`src/hdl/gscw_pkg.sv`:
```
package gscw_pkg;

  localparam int CFG_IDX_W = 2;
  localparam int CFG_DATA_W = 10;

  localparam logic [CFG_IDX_W-1:0] REG_GRID_ROWS = 2'd0;
  localparam logic [CFG_IDX_W-1:0] REG_GRID_COLS = 2'd1;
  localparam logic [CFG_IDX_W-1:0] REG_STEP_LIMIT = 2'd2;

  localparam int DIM_CFG_W = 4;
  localparam int LIMIT_W = 10;
  localparam int TURN_W = 3;
  localparam int ORDER_W = 7;
  localparam int COORD_W = 3;

  localparam logic [DIM_CFG_W-1:0] ROWS_RESET = 4'd6;
  localparam logic [DIM_CFG_W-1:0] COLS_RESET = 4'd6;
  localparam logic [LIMIT_W-1:0] LIMIT_RESET = 10'd100;
  localparam logic [TURN_W-1:0] TURNS_FULL = 3'd4;

  typedef enum logic [1:0] {
    HEAD_RIGHT = 2'd0,
    HEAD_DOWN  = 2'd1,
    HEAD_LEFT  = 2'd2,
    HEAD_UP    = 2'd3
  } heading_t;

  typedef enum logic {
    END_DEADLOCK = 1'b0,
    END_LIMIT    = 1'b1
  } end_reason_t;

  typedef enum logic [4:0] {
    S_LOAD    = 5'b00001,
    S_CLEAR   = 5'b00010,
    S_ATTEMPT = 5'b00100,
    S_CHECK   = 5'b01000,
    S_FINISH  = 5'b10000
  } state_t;

endpackage

```
`src/hdl/gscw_ifs.sv`:
```
interface gscw_cell_if;
  logic valid;
  logic ready;
  logic cell_blocked;
  logic last_cell;
  modport source (output valid, output cell_blocked, output last_cell, input ready);
  modport sink (input valid, input cell_blocked, input last_cell, output ready);
endinterface

interface gscw_visit_if;
  logic valid;
  logic ready;
  logic [gscw_pkg::COORD_W-1:0] visit_row;
  logic [gscw_pkg::COORD_W-1:0] visit_col;
  logic [gscw_pkg::ORDER_W-1:0] visit_order;
  logic last_visit;
  logic end_reason;
  modport source (output valid, output visit_row, output visit_col, output visit_order,
                  output last_visit, output end_reason, input ready);
  modport sink (input valid, input visit_row, input visit_col, input visit_order,
                input last_visit, input end_reason, output ready);
endinterface

interface gscw_cfg_if;
  logic valid;
  logic ready;
  logic [gscw_pkg::CFG_IDX_W-1:0] index;
  logic [gscw_pkg::CFG_DATA_W-1:0] data;
  modport source (output valid, output index, output data, input ready);
  modport sink (input valid, input index, input data, output ready);
endinterface

```
`src/hdl/gscw_ram.sv`:
```
module gscw_ram #(
  parameter int WIDTH = 1,
  parameter int DEPTH = 64
) (
  input  logic                     clk,
  input  logic                     we,
  input  logic [$clog2(DEPTH)-1:0] waddr,
  input  logic [WIDTH-1:0]         wdata,
  input  logic                     re,
  input  logic [$clog2(DEPTH)-1:0] raddr,
  output logic [WIDTH-1:0]         rdata
);

  logic [WIDTH-1:0] mem [DEPTH];

  always_ff @(posedge clk) begin
    if (we) begin
      mem[waddr] <= wdata;
    end
    if (re) begin
      rdata <= mem[raddr];
    end
  end

endmodule

```
`src/hdl/grid_spiral_coverage_walker_core.sv`:
```
// Grid spiral coverage walker. Load one grid cell per item in raster order (grid_cols cells
// per row), one cell per cycle. The item with last_cell set starts a walk from the top-left
// cell heading right: first a clearing pass over all MAX_DIM*MAX_DIM cells of the visited
// memory, then each attempt reads the blocked and visited memories, then checks and writes
// back, or turns without a read when the next cell lies outside the grid, and then the
// final result is sent. One result leaves per visited cell;
// the last one carries last_visit and the end reason. A stalled output pauses the walk.
// Cell items are taken again as soon as the walk has ended.
module grid_spiral_coverage_walker_core #(
  parameter int MAX_DIM = 8
) (
  input  logic         clk,
  input  logic         rst,
  gscw_cell_if.sink    cell_in,
  gscw_visit_if.source visit_out,
  gscw_cfg_if.sink     cfg
);

  localparam int CELLS = MAX_DIM * MAX_DIM;
  localparam int ADDR_W = $clog2(CELLS);
  localparam int POS_W = $clog2(MAX_DIM);
  localparam int NXT_W = POS_W + 1;
  localparam int DIM_W = $clog2(MAX_DIM + 1);
  localparam logic [ADDR_W-1:0] LAST_ADDR = ADDR_W'(CELLS - 1);

  logic [gscw_pkg::DIM_CFG_W-1:0] grid_rows;
  logic [gscw_pkg::DIM_CFG_W-1:0] grid_cols;
  logic [gscw_pkg::LIMIT_W-1:0] step_limit;

  gscw_pkg::state_t state, state_next;
  logic [ADDR_W-1:0] load_index, load_index_next;
  logic [ADDR_W-1:0] clr_idx, clr_idx_next;
  logic [POS_W-1:0] pos_row, pos_row_next;
  logic [POS_W-1:0] pos_col, pos_col_next;
  gscw_pkg::heading_t heading, heading_next;
  logic [gscw_pkg::LIMIT_W-1:0] attempt_count, attempt_count_next;
  logic [gscw_pkg::TURN_W-1:0] turns_left, turns_left_next;
  logic [POS_W-1:0] cand_row, cand_row_next;
  logic [POS_W-1:0] cand_col, cand_col_next;
  logic [ADDR_W-1:0] cand_addr, cand_addr_next;
  logic [POS_W-1:0] pend_row, pend_row_next;
  logic [POS_W-1:0] pend_col, pend_col_next;
  logic [gscw_pkg::ORDER_W-1:0] pend_order, pend_order_next;
  gscw_pkg::end_reason_t reason, reason_next;

  logic out_valid;
  logic [gscw_pkg::COORD_W-1:0] out_row;
  logic [gscw_pkg::COORD_W-1:0] out_col;
  logic [gscw_pkg::ORDER_W-1:0] out_order;
  logic out_last;
  logic out_reason;
  logic out_push;
  logic push_last;
  logic out_free;

  logic [DIM_W-1:0] rows_eff;
  logic [DIM_W-1:0] cols_eff;
  logic [NXT_W-1:0] nr;
  logic [NXT_W-1:0] nc;
  logic under;
  logic in_range;
  logic [ADDR_W+1:0] addr_full;
  logic [gscw_pkg::LIMIT_W-1:0] attempt_inc;

  logic blk_we;
  logic blk_re;
  logic blk_rdata;
  logic vis_we;
  logic [ADDR_W-1:0] vis_waddr;
  logic vis_wdata;
  logic vis_rdata;
  logic cell_acc;
  logic cell_free;

  assign cfg.ready = 1'b1;
  assign cell_in.ready = (state == gscw_pkg::S_LOAD);
  assign cell_acc = cell_in.valid && cell_in.ready;
  assign out_free = !out_valid || visit_out.ready;
  assign cell_free = !blk_rdata && !vis_rdata;

  always_ff @(posedge clk) begin
    if (rst) begin
      grid_rows <= gscw_pkg::ROWS_RESET;
      grid_cols <= gscw_pkg::COLS_RESET;
      step_limit <= gscw_pkg::LIMIT_RESET;
    end else if (cfg.valid) begin
      case (cfg.index)
        gscw_pkg::REG_GRID_ROWS: grid_rows <= cfg.data[gscw_pkg::DIM_CFG_W-1:0];
        gscw_pkg::REG_GRID_COLS: grid_cols <= cfg.data[gscw_pkg::DIM_CFG_W-1:0];
        gscw_pkg::REG_STEP_LIMIT: step_limit <= cfg.data[gscw_pkg::LIMIT_W-1:0];
        default: begin
        end
      endcase
    end
  end

  function automatic logic [DIM_W-1:0] eff_dim(input logic [gscw_pkg::DIM_CFG_W-1:0] v);
    logic [DIM_W-1:0] r;
    if (v == '0) begin
      r = DIM_W'(1);
    end else if (int'(v) > MAX_DIM) begin
      r = DIM_W'(MAX_DIM);
    end else begin
      r = DIM_W'(v);
    end
    return r;
  endfunction

  assign rows_eff = eff_dim(grid_rows);
  assign cols_eff = eff_dim(grid_cols);

  always_comb begin
    nr = NXT_W'(pos_row);
    nc = NXT_W'(pos_col);
    under = 1'b0;
    case (heading)
      gscw_pkg::HEAD_RIGHT: nc = NXT_W'(pos_col) + NXT_W'(1);
      gscw_pkg::HEAD_DOWN: nr = NXT_W'(pos_row) + NXT_W'(1);
      gscw_pkg::HEAD_LEFT: begin
        under = (pos_col == '0);
        nc = NXT_W'(pos_col) - NXT_W'(1);
      end
      default: begin
        under = (pos_row == '0);
        nr = NXT_W'(pos_row) - NXT_W'(1);
      end
    endcase
  end

  assign in_range = !under && (nr < NXT_W'(rows_eff)) && (nc < NXT_W'(cols_eff));
  assign addr_full = (ADDR_W + 2)'(nr) * (ADDR_W + 2)'(cols_eff) + (ADDR_W + 2)'(nc);
  assign attempt_inc = attempt_count + gscw_pkg::LIMIT_W'(1);
  assign blk_we = cell_acc;
  assign blk_re = (state == gscw_pkg::S_ATTEMPT) && in_range;

  always_comb begin
    state_next = state;
    load_index_next = load_index;
    clr_idx_next = clr_idx;
    pos_row_next = pos_row;
    pos_col_next = pos_col;
    heading_next = heading;
    attempt_count_next = attempt_count;
    turns_left_next = turns_left;
    cand_row_next = cand_row;
    cand_col_next = cand_col;
    cand_addr_next = cand_addr;
    pend_row_next = pend_row;
    pend_col_next = pend_col;
    pend_order_next = pend_order;
    reason_next = reason;
    out_push = 1'b0;
    push_last = 1'b0;
    vis_we = 1'b0;
    vis_waddr = clr_idx;
    vis_wdata = 1'b0;
    case (state)
      gscw_pkg::S_LOAD: begin
        if (cell_acc) begin
          load_index_next = (load_index == LAST_ADDR) ? '0 : load_index + ADDR_W'(1);
          if (cell_in.last_cell) begin
            load_index_next = '0;
            clr_idx_next = '0;
            pos_row_next = '0;
            pos_col_next = '0;
            heading_next = gscw_pkg::HEAD_RIGHT;
            attempt_count_next = '0;
            turns_left_next = gscw_pkg::TURNS_FULL;
            pend_row_next = '0;
            pend_col_next = '0;
            pend_order_next = gscw_pkg::ORDER_W'(1);
            state_next = gscw_pkg::S_CLEAR;
          end
        end
      end
      gscw_pkg::S_CLEAR: begin
        vis_we = 1'b1;
        vis_waddr = clr_idx;
        vis_wdata = (clr_idx == '0);
        clr_idx_next = clr_idx + ADDR_W'(1);
        if (clr_idx == LAST_ADDR) begin
          if (step_limit == '0) begin
            reason_next = gscw_pkg::END_LIMIT;
            state_next = gscw_pkg::S_FINISH;
          end else begin
            state_next = gscw_pkg::S_ATTEMPT;
          end
        end
      end
      gscw_pkg::S_ATTEMPT: begin
        cand_row_next = nr[POS_W-1:0];
        cand_col_next = nc[POS_W-1:0];
        cand_addr_next = addr_full[ADDR_W-1:0];
        if (in_range) begin
          state_next = gscw_pkg::S_CHECK;
        end else begin
          heading_next = gscw_pkg::heading_t'(heading + 2'd1);
          turns_left_next = turns_left - gscw_pkg::TURN_W'(1);
          if (turns_left == gscw_pkg::TURN_W'(1)) begin
            reason_next = gscw_pkg::END_DEADLOCK;
            state_next = gscw_pkg::S_FINISH;
          end else begin
            attempt_count_next = attempt_inc;
            if (attempt_inc >= step_limit) begin
              reason_next = gscw_pkg::END_LIMIT;
              state_next = gscw_pkg::S_FINISH;
            end
          end
        end
      end
      gscw_pkg::S_CHECK: begin
        if (cell_free) begin
          if (out_free) begin
            out_push = 1'b1;
            vis_we = 1'b1;
            vis_waddr = cand_addr;
            vis_wdata = 1'b1;
            pos_row_next = cand_row;
            pos_col_next = cand_col;
            pend_row_next = cand_row;
            pend_col_next = cand_col;
            pend_order_next = pend_order + gscw_pkg::ORDER_W'(1);
            turns_left_next = gscw_pkg::TURNS_FULL;
            attempt_count_next = attempt_inc;
            if (attempt_inc >= step_limit) begin
              reason_next = gscw_pkg::END_LIMIT;
              state_next = gscw_pkg::S_FINISH;
            end else begin
              state_next = gscw_pkg::S_ATTEMPT;
            end
          end
        end else begin
          heading_next = gscw_pkg::heading_t'(heading + 2'd1);
          turns_left_next = turns_left - gscw_pkg::TURN_W'(1);
          if (turns_left == gscw_pkg::TURN_W'(1)) begin
            reason_next = gscw_pkg::END_DEADLOCK;
            state_next = gscw_pkg::S_FINISH;
          end else begin
            attempt_count_next = attempt_inc;
            if (attempt_inc >= step_limit) begin
              reason_next = gscw_pkg::END_LIMIT;
              state_next = gscw_pkg::S_FINISH;
            end else begin
              state_next = gscw_pkg::S_ATTEMPT;
            end
          end
        end
      end
      gscw_pkg::S_FINISH: begin
        if (out_free) begin
          out_push = 1'b1;
          push_last = 1'b1;
          state_next = gscw_pkg::S_LOAD;
        end
      end
      default: begin
        state_next = gscw_pkg::S_LOAD;
      end
    endcase
  end

  always_ff @(posedge clk) begin
    if (rst) begin
      state <= gscw_pkg::S_LOAD;
      load_index <= '0;
      clr_idx <= '0;
      pos_row <= '0;
      pos_col <= '0;
      heading <= gscw_pkg::HEAD_RIGHT;
      attempt_count <= '0;
      turns_left <= gscw_pkg::TURNS_FULL;
      pend_order <= gscw_pkg::ORDER_W'(1);
      reason <= gscw_pkg::END_LIMIT;
      out_valid <= 1'b0;
    end else begin
      state <= state_next;
      load_index <= load_index_next;
      clr_idx <= clr_idx_next;
      pos_row <= pos_row_next;
      pos_col <= pos_col_next;
      heading <= heading_next;
      attempt_count <= attempt_count_next;
      turns_left <= turns_left_next;
      pend_order <= pend_order_next;
      reason <= reason_next;
      if (out_push) begin
        out_valid <= 1'b1;
      end else if (visit_out.ready) begin
        out_valid <= 1'b0;
      end
    end
  end

  always_ff @(posedge clk) begin
    cand_row <= cand_row_next;
    cand_col <= cand_col_next;
    cand_addr <= cand_addr_next;
    pend_row <= pend_row_next;
    pend_col <= pend_col_next;
    if (out_push) begin
      out_row <= gscw_pkg::COORD_W'(pend_row);
      out_col <= gscw_pkg::COORD_W'(pend_col);
      out_order <= pend_order;
      out_last <= push_last;
      out_reason <= push_last ? reason : 1'b0;
    end
  end

  assign visit_out.valid = out_valid;
  assign visit_out.visit_row = out_row;
  assign visit_out.visit_col = out_col;
  assign visit_out.visit_order = out_order;
  assign visit_out.last_visit = out_last;
  assign visit_out.end_reason = out_reason;

  gscw_ram #(
    .WIDTH(1),
    .DEPTH(CELLS)
  ) u_blocked_ram (
    .clk  (clk),
    .we   (blk_we),
    .waddr(load_index),
    .wdata(cell_in.cell_blocked),
    .re   (blk_re),
    .raddr(addr_full[ADDR_W-1:0]),
    .rdata(blk_rdata)
  );

  gscw_ram #(
    .WIDTH(1),
    .DEPTH(CELLS)
  ) u_visited_ram (
    .clk  (clk),
    .we   (vis_we),
    .waddr(vis_waddr),
    .wdata(vis_wdata),
    .re   (blk_re),
    .raddr(addr_full[ADDR_W-1:0]),
    .rdata(vis_rdata)
  );

`ifndef SYNTH
  a_no_rw_overlap: assert property (@(posedge clk) disable iff (rst)
    !(vis_we && blk_re))
    else $error("visited memory read and write in the same cycle");

  a_last_starts_clear: assert property (@(posedge clk) disable iff (rst)
    (cell_acc && cell_in.last_cell) |=> (state == gscw_pkg::S_CLEAR))
    else $error("last cell did not start the clearing pass");

  a_turns_live: assert property (@(posedge clk) disable iff (rst)
    ((state == gscw_pkg::S_ATTEMPT) || (state == gscw_pkg::S_CHECK)) |->
      (turns_left != '0 && turns_left <= gscw_pkg::TURNS_FULL))
    else $error("turn count out of range during walk");

  a_under_limit: assert property (@(posedge clk) disable iff (rst)
    (state == gscw_pkg::S_ATTEMPT) |-> (attempt_count < step_limit))
    else $error("attempt taken beyond step limit");

  a_check_in_grid: assert property (@(posedge clk) disable iff (rst)
    (state == gscw_pkg::S_CHECK) |->
      (DIM_W'(cand_row) < rows_eff && DIM_W'(cand_col) < cols_eff))
    else $error("checked cell lies outside the grid");
`endif

endmodule

```
`src/flat_wrapper.sv`:
```
// flat-port wrapper written by rule: the top's interface ports become plain ports
module grid_spiral_coverage_walker_core_flat 
#(
  parameter int MAX_DIM = 8
)
  (clk, rst, cell_in_valid, cell_in_cell_blocked, cell_in_last_cell, cell_in_ready, visit_out_valid, visit_out_visit_row, visit_out_visit_col, visit_out_visit_order, visit_out_last_visit, visit_out_end_reason, visit_out_ready, cfg_valid, cfg_index, cfg_data, cfg_ready);
  gscw_cell_if cell_in_i ();
  gscw_visit_if visit_out_i ();
  gscw_cfg_if cfg_i ();
  input  logic clk;
  input  logic rst;
  input wire logic [$bits(cell_in_i.valid)-1:0] cell_in_valid;
  input wire logic [$bits(cell_in_i.cell_blocked)-1:0] cell_in_cell_blocked;
  input wire logic [$bits(cell_in_i.last_cell)-1:0] cell_in_last_cell;
  output wire logic [$bits(cell_in_i.ready)-1:0] cell_in_ready;
  output wire logic [$bits(visit_out_i.valid)-1:0] visit_out_valid;
  output wire logic [$bits(visit_out_i.visit_row)-1:0] visit_out_visit_row;
  output wire logic [$bits(visit_out_i.visit_col)-1:0] visit_out_visit_col;
  output wire logic [$bits(visit_out_i.visit_order)-1:0] visit_out_visit_order;
  output wire logic [$bits(visit_out_i.last_visit)-1:0] visit_out_last_visit;
  output wire logic [$bits(visit_out_i.end_reason)-1:0] visit_out_end_reason;
  input wire logic [$bits(visit_out_i.ready)-1:0] visit_out_ready;
  input wire logic [$bits(cfg_i.valid)-1:0] cfg_valid;
  input wire logic [$bits(cfg_i.index)-1:0] cfg_index;
  input wire logic [$bits(cfg_i.data)-1:0] cfg_data;
  output wire logic [$bits(cfg_i.ready)-1:0] cfg_ready;
  assign cell_in_i.valid = cell_in_valid;
  assign cell_in_i.cell_blocked = cell_in_cell_blocked;
  assign cell_in_i.last_cell = cell_in_last_cell;
  assign cell_in_ready = cell_in_i.ready;
  assign visit_out_valid = visit_out_i.valid;
  assign visit_out_visit_row = visit_out_i.visit_row;
  assign visit_out_visit_col = visit_out_i.visit_col;
  assign visit_out_visit_order = visit_out_i.visit_order;
  assign visit_out_last_visit = visit_out_i.last_visit;
  assign visit_out_end_reason = visit_out_i.end_reason;
  assign visit_out_i.ready = visit_out_ready;
  assign cfg_i.valid = cfg_valid;
  assign cfg_i.index = cfg_index;
  assign cfg_i.data = cfg_data;
  assign cfg_ready = cfg_i.ready;
  grid_spiral_coverage_walker_core #(.MAX_DIM(MAX_DIM)) u_core (.clk(clk), .rst(rst), .cell_in(cell_in_i), .visit_out(visit_out_i), .cfg(cfg_i));
endmodule
```
`config.mk`:
```
export PLATFORM = sky130hd
export DESIGN_NAME = grid_spiral_coverage_walker_core_flat
export DESIGN_NICKNAME = d
export VERILOG_FILES = /design/src/hdl/gscw_pkg.sv /design/src/hdl/gscw_ifs.sv /design/src/hdl/gscw_ram.sv /design/src/hdl/grid_spiral_coverage_walker_core.sv /design/src/flat_wrapper.sv
export SDC_FILE = /design/constraint.sdc
export NUM_CORES = 1
export LEC_CHECK = 0
export BUFFER_PORTS_ARGS = -buffer_cell sky130_fd_sc_hd__clkbuf_2
export CAP_MARGIN = 20
export CELL_PAD_IN_SITES_DETAIL_PLACEMENT = 1
export CELL_PAD_IN_SITES_GLOBAL_PLACEMENT = 1
export CORE_ASPECT_RATIO = 1.25
export CORE_MARGIN = 1.5
export CORE_UTILIZATION = 51
export DETAILED_ROUTE_END_ITERATION = 16
export PLACE_DENSITY = 0.82
export SLEW_MARGIN = 10
export SYNTH_ARGS = -nofsm -noshare
export SYNTH_HDL_FRONTEND = slang
export SYNTH_HIERARCHICAL = 1
export SYNTH_SLANG_ARGS = --single-unit
```
`constraint.sdc`:
```
create_clock -name clk -period 7.32 [get_ports clk]
set_input_delay 1.464 -clock clk [delete_from_list [all_inputs] [get_ports clk]]
set_output_delay 1.464 -clock clk [all_outputs]
set_load 0.01 [all_outputs]
```
==> results of run 1 <==
-- final timing paths --
kind | from | end | cells past startpoint
worst min-delay path | u_core/pend_col[2]$_DFFE_PP_ | u_core/visit_out.visit_col[2]$_DFFE_PP_ | 0
worst max register to register | u_core/heading[0]$_SDFFE_PP0P_ | u_core/u_visited_ram/rdata$_DFFE_PP_ | 16
worst min register to register | u_core/pend_col[2]$_DFFE_PP_ | u_core/visit_out.visit_col[2]$_DFFE_PP_ | 0
worst max-delay path | u_core/heading[0]$_SDFFE_PP0P_ | u_core/u_visited_ram/rdata$_DFFE_PP_ | 16
-- per-layer routing --
metal	wire, um	global-route usage [%]	share of wire (%)
met3	1150	3.52	4.3
met1	10500	27.8	39
met4	647	7.40	2.4
met5	0	0	0
met2	14700	45.3	55
-- cell usage after synthesis (3+ instances only) --
master	number
a21o_2	3
nor4_1	3
mux4_2	21
or2_2	5
nor2b_1	20
nor2_1	185
mux2_2	8
ha_1	41
nor3_1	9
buf_6	6
a22oi_1	7
a31oi_1	7
o211ai_1	3
a21oi_1	38
a211o_1	9
nand4_1	9
and3_1	14
xnor2_1	12
nand3b_1	9
o21ai_0	15
nand3_1	29
o2111ai_1	3
or3b_2	3
dfxtp_1	65
a22o_1	3
fa_1	7
mux2i_1	11
mux4_1	12
or3_1	9
a21o_1	7
nand2_1	82
nand2b_1	8
and2_1	7
clkbuf_1	23
edfxtp_1	163
inv_1	44
buf_4	4
and3b_1	3
nor3b_1	5
xor2_1	16
-- kinds of logic after synthesis --
kind of cell	count (synthesis)	synth area share, %
AND/OR/NAND/NOR	419	17.7
flip-flops	228	54.9
AO/OA/AOI/OAI	118	7.10
buffers and inverters	83	3.43
multiplexers	53	8.89
adder cells (fa/ha/maj)	48	5.79
XOR/XNOR	28	2.17
other	1	0.0332
-- report_power, final --
| group | internal, uW | switching [uW] | total, uW |
|---|---|---|---|
| registers | 1380 | 7.39 | 1390 |
| logic | 27.6 | 62.8 | 90.4 |
| clock network | 780 | 488 | 1270 |
| total | 2190 | 558 | 2750 |
-- metrics by stage --
stage / hold WS, ns / cells / setup WS, ns / power [uW]
floorplan: 0.400 / 978 / 2.20 / 1470
global placement: 0.402 / 1262 / 1.82 / 1500
detailed placement: 0.406 / 1262 / 1.65 / 1510
CTS: 0.420 / 1306 / 1.58 / 2780
global route: 0.428 / 1307 / 1.33 / 2840
finish: 0.419 / 1307 / 1.56 / 2750
-- flip-flops by register name, summed over array words and instances, names as in the netlist, 2 cells and up --
signal,cells
u_core/cand_row,3
u_core/u_blocked_ram/mem,64
u_core/pos_col,3
u_core/load_index,6
u_core/turns_left,3
u_core/u_visited_ram/mem,64
u_core/heading,2
u_core/visit_out.visit_col,3
u_core/visit_out.visit_row,3
u_core/state,5
u_core/visit_out.visit_order,7
u_core/attempt_count,10
u_core/cand_addr,6
u_core/pend_col,3
u_core/cand_col,3
u_core/grid_cols,4
u_core/pos_row,3
u_core/pend_order,7
u_core/clr_idx,6
u_core/grid_rows,4
u_core/pend_row,3
u_core/step_limit,10
-- layout by cell type (no fill, tap or decap), types with 8 or more instances in the layout --
master	count
dfxtp_1	65
clkbuf_2	35
mux4_2	21
inv_1	44
edfxtp_1	163
a211o_1	9
nand3b_1	9
nor3_1	9
and3_1	14
mux4_1	12
nor2_1	185
mux2i_1	11
ha_1	41
xnor2_1	11
nand3_1	29
mux2_2	8
xor2_1	16
clkbuf_16	25
or3_1	9
nand2_1	82
o21ai_0	13
nor2b_1	20
a21oi_1	38
nand4_1	9
nand2b_1	8
-- area by class of cell --
type / count / share of cell area [%]
clock buffers: 35 / 5.69
clock inverters: 9 / 0.959
inverters: 46 / 1.39
multi-input cells: 667 / 37.7
flip-flops and latches: 228 / 49.5
well taps: 279 / 2.79
repair buffers: 43 / 2.04
==> results.md, run 1 <==
- Max Transition Viols Final: 0
- Outcome: finished clean
- Placed cell areas: 11700 um^2
- Top Ports: 37
- Clock Tree Buf Depth: 3
- Leak Pwr: 0.00454 uW
- Clock insertion delay at the later pin of the skew report: 0.51 ns
- Post-DP HPWL: 18.8 mm
- Arr. time, crit path: 6.02 ns
- Synthesized area per cell: 11.5 um^2
- Vias in the first global route: 8236
- Clk root buf: clkbuf_16
- Library cells used by synthesis: 80
- Area growth, synth to finish: 11.0%
- CP endpoint kind: flop
- Routed Wire Length: 27.0 mm
- Asr flop ratio synth: 0%
- Post-Syn Area: 11300 um^2
- Relative slew slack: 29.5%
- RSZ-0062 raised after global routing: false
- Total grt overflow: 0
- Achievable clock frequency: 174 MHz
- Nets: 1077
- Synth Warn #: 6
- Crit path buffers/inverters: 3
- DRT antenna net count: 0
- Worst vdd ir: 0.211 mV
- Final Cycle Share: 78.7%
- First-pass DRT Iterations: 5
- Slew @ Worst Pin: 1.06 ns
- Routed via count: 7654
- Gp weighted congestion: 0.839
- Core footprint: 21600 um^2
- Rows: 60
- Largest fanout on the critical path: 19
- Final core occ: 57.9%
- Routed len/inst: 20.6 um
- Clock transition at the registers of the reported paths: 0.06 ns
- Die H: 169 um
- Via-per-instance ratio: 5.86
- Cts repair resizes: 0
- GRT Util Overall: 24.1%
- Top cells by area, synth: edfxtp_1 (43%), dfxtp_1 (12%), nor2_1 (6.2%)
- Max H-tree Level: 1
- CTS tree: yes
- Final Skew: 0.0129 ns
- Synthesized net count: 1045
- Final setup viols: 0
- Initial antenna violation count: 0
- Cts hold-fix bufs: 0
- Reg2Reg Setup Slack: 1.56 ns
- Pwr/cell area: 219 nW/um^2
- Multi-input gate area: 4720 um^2
- Critical path cell sequence: inv_1, ha_1, or3_1, and2_1, inv_1, nand2_1, fa_1, fa_1, fa_1, inv_1, ha_1, a21oi_1, xnor2_2, mux4_2, or2_0, a32o_1
- Post-route minimum period: 5.76 ns
- Class of the worst hold path: flop to flop
- Die Area: 23000 um^2
- Starting Density: 52.2%
- Critical path type: flop to flop
- Synth Register Bits: 228
- CP required: 7.58 ns
- Number of diodes: 0
- # Max-Cap Violations: 0
- Sequential area share after synthesis: 54.9%
- First-pass GRT wire length: 43.4 mm
- Sequential Area: 6200 um^2
- Yosys top cell area share: 43.4%
- Cell family with the largest share of critical-path delay: adder cells
- Post-Route Setup TNS: 0 ns
- Setup bufs post-CTS: 0
- Drt drc: 0
- Startpoint types: flop
- CP peak stage delay: 0.78 ns
- Number of synthesized flops with an enable pin: 163
- Die Wd: 136 um
- DRT iter0 DRCs: 403
- Final Cell Area: 12500 um^2
- Hold Violations, Final: 0
- CP max stage cell: xnor2_2
- Share of layout cells above drive strength 1: 14.0%
- Largest net degree at the start of global routing: 65
- Post-synthesis instance total: 978
- Most used flip-flop cell after synthesis: edfxtp_1
- Clock Sinks: 228
- Cts bufs inserted: 24
- Post-synth top area cell: edfxtp_1
- Fill count: 2260
- I/O Buffers: 35
(Power assumes the default switching activity.)
==> run 2: changes to the inputs <==
--- a/config.mk
+++ b/config.mk
@@ -5,13 +5,14 @@
 export SDC_FILE = /design/constraint.sdc
 export NUM_CORES = 1
 export LEC_CHECK = 0
+export ABC_AREA = 1
 export BUFFER_PORTS_ARGS = -buffer_cell sky130_fd_sc_hd__clkbuf_2
 export CAP_MARGIN = 20
 export CELL_PAD_IN_SITES_DETAIL_PLACEMENT = 1
 export CELL_PAD_IN_SITES_GLOBAL_PLACEMENT = 1
 export CORE_ASPECT_RATIO = 1.25
 export CORE_MARGIN = 1.5
-export CORE_UTILIZATION = 51
+export CORE_UTILIZATION = 48
 export DETAILED_ROUTE_END_ITERATION = 16
 export PLACE_DENSITY = 0.82
 export SLEW_MARGIN = 10
==> constraint.sdc (replaced) <==
create_clock -name clk -period 5.4 [get_ports clk]
set_input_delay 1.08 -clock clk [delete_from_list [all_inputs] [get_ports clk]]
set_output_delay 1.08 -clock clk [all_outputs]
set_load 0.01 [all_outputs]
==> results.md, run 2 <==
- Hold Violations, Final: 0
- Relative slew slack: 29.7%
- Regs by FF count: u_core/u_blocked_ram/mem: 64 flops, u_core/u_visited_ram/mem: 64 flops
- First-pass GRT wire length: 52.9 mm
- Outcome: finished clean
- Post-Route Setup TNS: 0 ns
- Startpoint types: flop
- Die Wd: 143 um
- Fin worst setup slack: 0.323 ns
- Top Ports: 37
- Clock insertion delay at the later pin of the skew report: 0.53 ns
- Starting Density: 48.6%
- Total grt overflow: 0
- Hold Crit Depth: 0
- Post-DP HPWL: 22.7 mm
- Synthesized net count: 1428
- Sequential area share after synthesis: 52.3%
- Fin cells: 1744
- Achievable clock frequency: 197 MHz
- DRT iter0 DRCs: 658
- Commonest non-fill, non-tap cells in the layout: nand2_1 (308), nor2_1 (203), edfxtp_1 (163)
- GRT Util Overall: 26.5%
- Number of synthesized flops with an enable pin: 163
- Setup bufs post-CTS: 0
- Area growth, synth to finish: 11.0%
- Final Skew: 0.0103 ns
- Drt drc: 0
- Pwr/cell area: 496 nW/um^2
- Cts hold-fix bufs: 0
- Most common cell in the synthesized netlist: nand2_1
- Clk root buf: clkbuf_16
- Die Area: 25600 um^2
- Final setup viols: 0
- I/O Buffers: 35
- CP required: 5.68 ns
- Hold Slack: 0.421 ns
- First-pass DRT Iterations: 5
- Asr flop ratio synth: 0%
- DRT antenna net count: 0
- Gp weighted congestion: 0.861
- Routed Wire Length: 32.9 mm
- Largest net degree at the start of global routing: 65
- Most used flip-flop cell after synthesis: edfxtp_1
- # Max-Cap Violations: 0
- Rows: 64
- Vias in the first global route: 10319
- Total power: 6520 uW
- CTS tree: yes
- Library cells used by synthesis: 47
- Number of diodes: 0
- Core footprint: 24300 um^2
- Clock transition at the registers of the reported paths: 0.06 ns
- Class of the worst hold path: flop to flop
- RSZ-0062 raised after global routing: false
- Post-synthesis instance total: 1361
- Clock Tree Buf Depth: 3
- Synth Register Bits: 228
- Max H-tree Level: 1
- Top cells by area, synth: edfxtp_1 (41%), dfxtp_1 (11%), nand2_1 (9.8%)
- Die H: 179 um
- Slew @ Worst Pin: 1.05 ns
- Cts bufs inserted: 24
- Placed Cells: 1699
- Via-per-instance ratio: 5.48
- Max Transition Viols Final: 0
- Worst reg-to-reg path cell count: 17
- Post-Place Setup Slack: 0.337 ns
- Share of layout cells above drive strength 1: 9.55%
- Synthesized area per cell: 8.70 um^2
- CP endpoint kind: flop
- Post-route minimum period: 5.08 ns
- Commonest non-fill, non-tap cell in the layout: nand2_1
- Arr. time, crit path: 5.35 ns
- Cts repair resizes: 0
- Post-Syn Area: 11800 um^2
- Critical path type: flop to flop
- Nets: 1463
- Routed len/inst: 18.9 um
- Worst vdd ir: 0.273 mV
- Initial antenna violation count: 0
- Routed via count: 9559
- Yosys top cell area share: 41.3%
- Synth Warn #: 6
- Commonest cells post-synth: nand2_1 (308), nor2_1 (203), edfxtp_1 (163), nand3_1 (157), inv_1 (154)
- Final Cycle Share: 94.0%
- Clock Sinks: 228
- Post-synth top area cell: edfxtp_1
- Largest fanout on the critical path: 7
- Leak Pwr: 0.00521 uW
run 2: kinds of logic after synthesis:
logic type / count (synthesis) / synth area share [%]
XOR/XNOR: 16 / 1.18
adder cells (fa/ha/maj): 48 / 5.52
AND/OR/NAND/NOR: 745 / 27.4
AO/OA/AOI/OAI: 123 / 6.02
flip-flops: 228 / 52.3
buffers and inverters: 200 / 7.55
other: 1 / 0.0317
run 2: worst paths after layout:
kind / end / start / slack, ns
worst max-delay path: u_core/u_visited_ram/rdata$_DFFE_PP_ / u_core/heading[1]$_SDFFE_PP0P_ / 0.32
worst min-delay path: u_core/visit_out.visit_row[1]$_DFFE_PP_ / u_core/pend_row[1]$_DFFE_PP_ / 0.42
worst max register to register: u_core/u_visited_ram/rdata$_DFFE_PP_ / u_core/heading[1]$_SDFFE_PP0P_ / 0.32
worst min register to register: u_core/visit_out.visit_row[1]$_DFFE_PP_ / u_core/pend_row[1]$_DFFE_PP_ / 0.42
run 2: report_power, final:
group	leakage, uW	switching (uW)	internal, uW
Clock	0.000420	715	1090
Sequential	0.00197	31.8	1960
Combinational	0.00281	1890	834
run 2: cell type report:
| class | instances | area [um^2] |
|---|---|---|
| Clock inverter | 13 | 151 |
| Tap cell | 330 | 413 |
| Clock buffer | 31 | 719 |
| Sequential cell | 228 | 6200 |
| Multi-Input combinational cell | 933 | 4770 |
| Inverter | 164 | 626 |
| Fill cell | 2906 | 11200 |
| Timing Repair Buffer | 45 | 263 |
run 2: per-stage QoR:
stage | utilization [%] | cell area, um^2
floorplan | - | 11800
global placement | 50.3 | 12200
detailed placement | 50.3 | 12200
CTS | 53.9 | 13100
global route | 54.0 | 13100
finish | 54.0 | 13100
run 2: layer usage:
metal	GRT usage, %	up-vias	routed length [um]
li1	-	4570	-
met1	29.4	4755	13000
met2	51.5	163	18100
met3	3.11	71	875
met4	9.35	0	915
met5	0	-	0
run 2: worst max-delay path: stages (launching register included):
cell	delay (ns)
dfxtp_1	0.38
inv_1	0.09
ha_1	0.24
fa_1	0.44
or2_2	0.29
o21ai_0	0.15
nand2_1	0.15
fa_1	0.52
fa_1	0.52
fa_1	0.52
inv_1	0.04
ha_1	0.35
nand2_1	0.10
nand3_1	0.10
xor2_1	0.57
nand3_1	0.17
nand3_1	0.13
nand2_1	0.06
